$ cat config.mk
export PLATFORM = sky130hd
export DESIGN_NAME = crow_ctrl
export DESIGN_NICKNAME = d
export VERILOG_FILES = /design/src/rtl/crow_pkg.sv /design/src/rtl/crow_ctrl.sv
export SDC_FILE = /design/constraint.sdc
export NUM_CORES = 1
export LEC_CHECK = 0
export BUFFER_PORTS_ARGS = -buffer_cell sky130_fd_sc_hd__buf_2
export CORE_MARGIN = 3
export CORE_UTILIZATION = 50
export CTS_BUF_LIST = sky130_fd_sc_hd__clkbuf_4 sky130_fd_sc_hd__clkbuf_8 sky130_fd_sc_hd__clkbuf_16
export CTS_CLUSTER_DIAMETER = 60
export DETAILED_ROUTE_END_ITERATION = 6
export PLACE_DENSITY = 0.82
export SLEW_MARGIN = 5
export SYNTH_ARGS = -nofsm -noshare
export SYNTH_HDL_FRONTEND = slang
export SYNTH_SLANG_ARGS = --single-unit
$ cat constraint.sdc
create_clock -name clk -period 2.3 [get_ports clk]
set_input_delay 0.345 -clock clk [delete_from_list [all_inputs] [get_ports clk]]
set_output_delay 0.345 -clock clk [all_outputs]
set_load 0.01 [all_outputs]
$ cat src/rtl/crow_pkg.sv
// Package for the chunk ray occlusion walk: sizes, codes, command and status types.
// No dependencies; the top level, controller, datapath and divider import it.
`timescale 1ns / 1ps
`default_nettype none
package crow_pkg;

	localparam int CHUNK_SIZE = 16;
	localparam int MAP_SIDE   = 32;
	localparam int FRAC_BITS  = 8;

	localparam int COORD_W     = $clog2(MAP_SIDE);
	localparam int ROW_AW      = 2 * COORD_W;
	localparam int MAP_HALF    = MAP_SIDE / 2;
	localparam int CHUNK_SHIFT = $clog2(CHUNK_SIZE) + FRAC_BITS;
	localparam int Q_SHIFT     = 16 - FRAC_BITS;
	localparam int STEP_SHIFT  = 16 + $clog2(CHUNK_SIZE);

	localparam int DIV_NW = 40;
	localparam int DIV_DW = 20;

	localparam logic [31:0] Q_MAX    = 32'hFFFF_FFFF;
	localparam logic [6:0]  STEP_MAX = 7'd127;
	localparam logic [15:0] NEAR_MIN = 16'd3;

	localparam logic [1:0] REG_CAM_X = 2'd0;
	localparam logic [1:0] REG_CAM_Y = 2'd1;
	localparam logic [1:0] REG_CAM_Z = 2'd2;
	localparam logic [1:0] REG_NEAR  = 2'd3;

	localparam logic [1:0] OUT_REACHED    = 2'd0;
	localparam logic [1:0] OUT_HIT        = 2'd1;
	localparam logic [1:0] OUT_EXHAUSTED  = 2'd2;
	localparam logic [1:0] OUT_DEGENERATE = 2'd3;

	localparam logic [4:0] OP_NONE      = 5'd0;
	localparam logic [4:0] OP_CLR       = 5'd1;
	localparam logic [4:0] OP_LOAD      = 5'd2;
	localparam logic [4:0] OP_WRRD      = 5'd3;
	localparam logic [4:0] OP_WRWR      = 5'd4;
	localparam logic [4:0] OP_RAY       = 5'd5;
	localparam logic [4:0] OP_SQ        = 5'd6;
	localparam logic [4:0] OP_SQRT_INIT = 5'd7;
	localparam logic [4:0] OP_SQRT_STEP = 5'd8;
	localparam logic [4:0] OP_OFFMUL    = 5'd9;
	localparam logic [4:0] OP_DIV_OFF   = 5'd10;
	localparam logic [4:0] OP_START     = 5'd11;
	localparam logic [4:0] OP_GMUL      = 5'd12;
	localparam logic [4:0] OP_DIV_NC    = 5'd13;
	localparam logic [4:0] OP_NC        = 5'd14;
	localparam logic [4:0] OP_DIV_CS    = 5'd15;
	localparam logic [4:0] OP_CS        = 5'd16;
	localparam logic [4:0] OP_INF       = 5'd17;
	localparam logic [4:0] OP_SPAN      = 5'd18;
	localparam logic [4:0] OP_MRD       = 5'd19;
	localparam logic [4:0] OP_WSTEP     = 5'd20;

	typedef struct packed {
		logic [4:0] op;
		logic [1:0] axis;
	} crow_cmd_t;

	typedef struct packed {
		logic clr_done;
		logic div_busy;
		logic sq_zero;
		logic ray_zero;
		logic steps_zero;
		logic at_target;
		logic solid_here;
	} crow_status_t;

endpackage
`default_nettype wire

$ cat src/rtl/crow_ctrl.sv
// Controller: sequences clearing, map writes, ray setup and the DDA walk, and
// holds the result register. Uses crow_pkg command and status types.
`timescale 1ns / 1ps
`default_nettype none
module crow_ctrl
	import crow_pkg::*;
(
	input  wire logic         clk,
	input  wire logic         arst_n,
	input  wire logic         item_valid,
	input  wire logic         item_cmd,
	output logic              item_ready,
	output logic              res_valid,
	output logic [1:0]        res_outcome,
	input  wire logic         res_ready,
	input  wire crow_status_t status,
	output crow_cmd_t         cmd
);

	localparam logic [4:0] S_CLR   = 5'd0;
	localparam logic [4:0] S_IDLE  = 5'd1;
	localparam logic [4:0] S_WRD   = 5'd2;
	localparam logic [4:0] S_WWR   = 5'd3;
	localparam logic [4:0] S_RAY   = 5'd4;
	localparam logic [4:0] S_SQ    = 5'd5;
	localparam logic [4:0] S_ZCHK  = 5'd6;
	localparam logic [4:0] S_SQRT  = 5'd7;
	localparam logic [4:0] S_OFFM  = 5'd8;
	localparam logic [4:0] S_OFFDS = 5'd9;
	localparam logic [4:0] S_OFFDW = 5'd10;
	localparam logic [4:0] S_GM    = 5'd11;
	localparam logic [4:0] S_NCS   = 5'd12;
	localparam logic [4:0] S_NCW   = 5'd13;
	localparam logic [4:0] S_CSS   = 5'd14;
	localparam logic [4:0] S_CSW   = 5'd15;
	localparam logic [4:0] S_INF   = 5'd16;
	localparam logic [4:0] S_SPAN  = 5'd17;
	localparam logic [4:0] S_MRD   = 5'd18;
	localparam logic [4:0] S_MCHK  = 5'd19;
	localparam logic [4:0] S_DONE  = 5'd20;

	localparam logic [4:0] SQRT_LAST = 5'd17;

	logic [4:0] state_q, state_d;
	logic [1:0] axis_q, axis_d;
	logic [4:0] cnt_q, cnt_d;
	logic [1:0] pend_q, pend_d;
	logic       out_valid_q;
	logic [1:0] out_code_q;
	logic       out_load;

	assign item_ready = state_q == S_IDLE;
	assign out_load   = (state_q == S_DONE) && (!out_valid_q || res_ready);

	always_comb begin
		state_d  = state_q;
		axis_d   = axis_q;
		cnt_d    = cnt_q;
		pend_d   = pend_q;
		cmd.op   = OP_NONE;
		cmd.axis = axis_q;
		unique case (state_q)
			S_CLR: begin
				if (status.clr_done) begin
					state_d = S_IDLE;
				end else begin
					cmd.op = OP_CLR;
				end
			end
			S_IDLE: begin
				if (item_valid) begin
					cmd.op  = OP_LOAD;
					state_d = item_cmd ? S_RAY : S_WRD;
				end
			end
			S_WRD: begin
				cmd.op  = OP_WRRD;
				state_d = S_WWR;
			end
			S_WWR: begin
				cmd.op  = OP_WRWR;
				state_d = S_IDLE;
			end
			S_RAY: begin
				cmd.op  = OP_RAY;
				axis_d  = 2'd0;
				state_d = S_SQ;
			end
			S_SQ: begin
				cmd.op = OP_SQ;
				if (axis_q == 2'd2) begin
					state_d = S_ZCHK;
				end else begin
					axis_d = axis_q + 1'b1;
				end
			end
			S_ZCHK: begin
				if (status.sq_zero) begin
					pend_d  = OUT_DEGENERATE;
					state_d = S_DONE;
				end else begin
					cmd.op  = OP_SQRT_INIT;
					cnt_d   = '0;
					state_d = S_SQRT;
				end
			end
			S_SQRT: begin
				cmd.op = OP_SQRT_STEP;
				cnt_d  = cnt_q + 1'b1;
				if (cnt_q == SQRT_LAST) begin
					axis_d  = 2'd0;
					state_d = S_OFFM;
				end
			end
			S_OFFM: begin
				cmd.op  = OP_OFFMUL;
				state_d = S_OFFDS;
			end
			S_OFFDS: begin
				cmd.op  = OP_DIV_OFF;
				state_d = S_OFFDW;
			end
			S_OFFDW: begin
				if (!status.div_busy) begin
					cmd.op  = OP_START;
					state_d = status.ray_zero ? S_INF : S_GM;
				end
			end
			S_GM: begin
				cmd.op  = OP_GMUL;
				state_d = S_NCS;
			end
			S_NCS: begin
				cmd.op  = OP_DIV_NC;
				state_d = S_NCW;
			end
			S_NCW: begin
				if (!status.div_busy) begin
					cmd.op  = OP_NC;
					state_d = S_CSS;
				end
			end
			S_CSS: begin
				cmd.op  = OP_DIV_CS;
				state_d = S_CSW;
			end
			S_CSW: begin
				if (!status.div_busy) begin
					cmd.op = OP_CS;
					if (axis_q == 2'd2) begin
						state_d = S_SPAN;
					end else begin
						axis_d  = axis_q + 1'b1;
						state_d = S_OFFM;
					end
				end
			end
			S_INF: begin
				cmd.op = OP_INF;
				if (axis_q == 2'd2) begin
					state_d = S_SPAN;
				end else begin
					axis_d  = axis_q + 1'b1;
					state_d = S_OFFM;
				end
			end
			S_SPAN: begin
				cmd.op  = OP_SPAN;
				state_d = S_MRD;
			end
			S_MRD: begin
				if (status.steps_zero) begin
					pend_d  = OUT_EXHAUSTED;
					state_d = S_DONE;
				end else begin
					cmd.op  = OP_MRD;
					state_d = S_MCHK;
				end
			end
			S_MCHK: begin
				priority if (status.at_target) begin
					pend_d  = OUT_REACHED;
					state_d = S_DONE;
				end else if (status.solid_here) begin
					pend_d  = OUT_HIT;
					state_d = S_DONE;
				end else begin
					cmd.op  = OP_WSTEP;
					state_d = S_MRD;
				end
			end
			S_DONE: begin
				if (out_load) begin
					state_d = S_IDLE;
				end
			end
			default: begin
				state_d = S_IDLE;
			end
		endcase
	end

	always_ff @(posedge clk or negedge arst_n) begin
		if (!arst_n) begin
			state_q     <= S_CLR;
			axis_q      <= '0;
			cnt_q       <= '0;
			out_valid_q <= 1'b0;
		end else begin
			state_q <= state_d;
			axis_q  <= axis_d;
			cnt_q   <= cnt_d;
			if (out_load) begin
				out_valid_q <= 1'b1;
			end else if (res_ready) begin
				out_valid_q <= 1'b0;
			end
		end
	end

	always_ff @(posedge clk) begin
		pend_q <= pend_d;
		if (out_load) begin
			out_code_q <= pend_q;
		end
	end

	assign res_valid   = out_valid_q;
	assign res_outcome = out_code_q;

endmodule
`default_nettype wire

After elaboration in Yosys (flattened, before gate mapping)
Index checks and enable logic that the tools add are counted.
{"block": "word_totals", "mem_bits_ro": 0, "elab_cells": 94, "latchBits": 0, "memories": 0, "ram_bits": 0, "reg_bits": 17}
{"block": "op_classes", "n_eq_ne": 34, "bitwise": 0, "n_mul": 0, "add_sub_neg": 2, "reduce_logical": 13, "magnitude_cmp": 0, "mux": 39, "shift": 0, "n_div": 0}
{"cell": "one-hot mux 5 bit (20 select lines)", "n": 2}
{"cell": "2-to-1 mux 5 bit", "n": 16}
{"cell": "== test 5 x 4 -> 1 bit (second input constant)", "n": 8}
{"cell": "== test 5 bit (second input constant)", "n": 6}
{"cell": "!= test 2 bit (second input constant)", "n": 11}
{"cell": "== test 5 x 3 -> 1 bit (second input constant)", "n": 4}
{"cell": "2-to-1 mux 2 bit", "n": 8}
{"cell": "2-to-1 mux 3 bit", "n": 5}
{"cell": "== test 5 x 2 -> 1 bit (second input constant)", "n": 2}
{"cell": "one-hot mux 5 bit (2 select lines)", "n": 1}
{"cell": "2-to-1 mux 4 bit", "n": 2}
{"cell": "one-hot mux 2 bit (4 select lines)", "n": 1}
{"cell": "AND reduction 8 bit", "n": 1}
{"cell": "one-hot mux 2 bit (3 select lines)", "n": 1}
{"cell": "adder 5 x 1 -> 5 bit (second input constant)", "n": 1}
{"cell": "== test 5 x 1 -> 1 bit (second input constant)", "n": 1}
{"cell": "logical NOT 5 bit", "n": 1}
{"cell": "AND reduction 4 bit", "n": 1}
{"cell": "nonzero test 2 bit", "n": 2}
{"cell": "nonzero test 4 bit", "n": 1}
{"cell": "2-to-1 mux 1 bit", "n": 3}
{"cell": "!= test 3 bit (second input constant)", "n": 1}
{"cell": "AND reduction 3 bit", "n": 1}
{"cell": "nonzero test 3 bit", "n": 1}
{"cell": "other kinds (7)", "n": 7}

Longest topological paths before layout
{"block": "depth", "word_depth": 5, "depth_mapped": 8, "depth_no_buf": 7}

Worst setup path after synthesis
No wires, ideal clock.
{"block": "synth_timing", "path_type": "register -> output", "from": "register state_q[1]", "to": "output cmd[4] in the netlist's numbering", "stages_incl_launch_ff": 8, "t_required_ns": 1.955, "n_path_buf": 3, "setup_slack_ns": 0.551, "arrival_time_ns": 1.404, "path_cell_list": "dfrtp_1 -> buf_6 -> buf_4 -> buf_4 -> nor2b_1 -> a21oi_1 -> a21oi_1 -> o211ai_1"}
{"item": "start, declared", "line_no": "crow_ctrl.sv:44", "text": "logic [4:0] state_q, state_d;"}
{"item": "start signal, assigned", "line_no": "crow_ctrl.sv:210", "text": "state_q <= state_d;"}
{"item": "end, declared", "line_no": "crow_ctrl.sv:17", "text": "output crow_cmd_t cmd"}

==> results.py <==
metrics = {
    "run_status": {
        "outcome": "complete, no violations",
    },
    "timing": {
        "slew_headroom": 0.670,
        "finalCriticalPeriod_ns": 2.20,
        "timing.fmax_ghz": 0.454,
        "tns_ns": 0,
        "hold_viol": 0,
        "clock_skew_ns": 0.00798,
        "fin_crit_sh": 0.957,
        "slew_viol_final": 0,
        "setup_viol": 0,
        "worst_slew_pin_slew_ns": 0.494,
    },
    "clocking": {
        "root_buffer": "clkbuf_4",
        "clock_sinks": 17,
        "clockBufferDepth": 2,
        "h-tree-depth": 1,
        "cts_tree": "built",
        "cts.clk_slew.worst_paths_ns": 0.09,
        "clk_latency_ns": 0.31,
        "numCtsBuffers": 3,
    },
    "layout": {
        "antenna_cells": 0,
        "area_growth_pct": 16.3,
        "layout-drive-gt1-share": 0.319,
        "utilization": 0.631,
        "nets": 232,
        "layoutNonFillerInstCount": 247,
    },
    "grt": {
        "antenna_found_initial": 0,
        "track_usage": 0.242,
        "overflow": 0,
        "grt_pass1_vias": 1460,
        "grt_max_degree": 20,
        "grt_pass1_wl_um": 6680,
    },
    "power": {
        "p_leak_nw": 0.775,
        "power.density_mw_per_mm2": 1300,
        "ir_drop_uv": 545,
    },
    "yosys": {
        "yosysWarnings": 0,
        "synth_edf_count": 4,
        "ys_ff_latch": 17,
        "synth_area_leaders": "dfrtp_1 (21%), edfxtp_1 (7.8%), nor2_1 (5.4%), mux2_4 (4.9%), nor2b_1 (4.9%)",
        "synth.cells.most_frequent": "nor2_1 (22), nand2_1 (15), dfrtp_1 (13)",
        "netlist.top_cell.by_area": "dfrtp_1",
        "yosysMostFrequentCell": "nor2_1",
        "avgSynthCellArea_sq_um": 8.43,
        "syn_area_sq_mm": 0.00153,
        "yosysTopAreaCellShare": 0.212,
        "syn_inst": 182,
        "ys_types": 49,
        "ys_seq_area_frac": 0.290,
        "synthesis.nets": 197,
        "synthArstFlopShare": 0.765,
        "yosys_most_used_dff": "dfrtp_1",
    },
    "floorplan": {
        "fp.dieW_um": 61.4,
        "boundaryPins": 23,
        "core_sq_mm": 0.00283,
        "start_util": 0.542,
        "die_h_um": 61.4,
        "rows": 19,
        "die_area_sq_mm": 0.00377,
    },
    "setup_path": {
        "r2r_setup_slack_ns": 0.36,
        "startpoint_type": "flop",
        "crit_type": "reg2out",
        "cp_data_required_time_ns": 1.96,
        "arrival_ns": 1.86,
        "reg2regPathDepth": 6,
        "endpoint_kind": "output pin",
        "crit_path_max_fanout": 13,
    },
    "place": {
        "port_buffers": 22,
        "gp_congestion": 0.963,
        "hpwl_um": 3140,
        "dp.cells": 234,
    },
    "hold_path": {
        "holdPathStages": 3,
        "hp-class": "in2reg",
    },
    "routing": {
        "route.detailed.drc": 0,
        "vias": 1598,
        "met1_length_um": 1720,
        "met2_length_um": 2080,
        "drt_pre_antenna_iters": 4,
        "drt-initial-drc-count": 120,
        "via_per_inst": 6.47,
        "final_antenna_net_count": 0,
        "wl_met3_um": 433,
        "wl_per_cell_um": 17.6,
        "wl_um": 4340,
        "topRoutingLayerUsed": "met4",
    },
    "run": {
        "maxCapViolations": 0,
    },
}
-- power breakdown --
| group | switching, mW | internal (mW) |
|---|---|---|
| Combinational | 0.852 | 0.728 |
| Clock | 0.101 | 0.0796 |
| Sequential | 0.146 | 0.404 |
| Total | 1.10 | 1.21 |
-- state kept, by name, summed over array words and instances (netlist names) --
| name | count |
|---|---|
| pend_q | 2 |
| state_q | 5 |
| res_outcome | 2 |
| axis_q | 2 |
| res_valid | 1 |
| cnt_q | 5 |
-- cell usage in the layout, fill, tap and decap left out, types with 4 or more instances in the layout --
cell type,netlist,layout
nor3_1,6,5
nand2_1,15,15
nand4_1,4,4
inv_1,5,5
nor2_1,22,22
a31oi_1,5,5
a21oi_1,9,9
o21ai_0,7,7
nand3_1,9,9
dfrtp_2,0,4
buf_2,4,23
clkbuf_4,0,4
buf_4,3,18
edfxtp_1,4,4
nor2b_1,12,11
mux2_4,5,5
dfrtp_1,13,9
nand2b_1,4,4
-- worst paths after layout --
check,to,start
worst min register to register,res_outcome[1]$_DFFE_PP_,pend_q[1]$_DFFE_PP_
min in group asynchronous,cnt_q[3]$_DFFE_PN0P_,arst_n
max in group asynchronous,state_q[0]$_DFFE_PN0P_,arst_n
worst max-delay path,cmd[4],state_q[0]$_DFFE_PN0P_
worst max register to register,state_q[0]$_DFFE_PN0P_,state_q[0]$_DFFE_PN0P_
worst min-delay path,res_valid$_DFFE_PN0P_,res_ready
-- kinds of logic (layout without fill, tap and decap cells) --
kind of cell / Yosys count / after routing / share of synthesized area
XOR/XNOR: 5 / 5 / 0.0286
buffers and inverters: 18 / 52 / 0.0742
AO/OA/AOI/OAI: 46 / 46 / 0.219
AND/OR/NAND/NOR: 88 / 88 / 0.315
multiplexers: 5 / 5 / 0.0489
flip-flops: 17 / 17 / 0.290
adder cells (fa/ha/maj): 3 / 3 / 0.0245
-- timing repair --
| item | CTS | global route |
|---|---|---|
| gates resized for setup | 2 | 4 |
| setup endpoints to repair | 3 | 3 |
| setup buffers | 0 | 8 |
| hold endpoints to repair | 13 | 0 |
| hold buffers | 1 | 0 |
-- cell type report --
| type | count | area (sq um) |
|---|---|---|
| clock buffer | 4 | 30.0 |
| fill | 247 | 1040 |
| inverter | 6 | 22.5 |
| multi-input combinational | 147 | 982 |
| sequential | 17 | 450 |
| tap | 31 | 38.8 |
| timing repair buffer | 42 | 260 |
-- worst max-delay path, cell delays in order (launching register included) --
cell and delay (ns):
dfrtp_2 0.51, buf_4 0.17, or2b_1 0.30, a21oi_1 0.17, a21oi_1 0.07, o211ai_1 0.18
buf_2 0.16
-- metrics by stage --
step	hold slack (ns)	power (mW)	setup WS, ns	instance area (sq um)
floorplan	0.0494	1.64	0.551	1530
finish	0.370	2.31	0.0994	1780
global placement	0.255	1.94	0.318	1670
global route	0.376	2.47	-0.0653	1780
CTS	0.368	2.16	0.0135	1720
detailed placement	0.258	1.97	0.294	1670
-- metal layers --
metal	global-route usage	vias up
li1	-	734
met1	0.295	746
met2	0.420	102
met3	0.0356	16
met4	0.112	0
met5	0	-
Note: power is estimated with default switching activity, not from simulation.
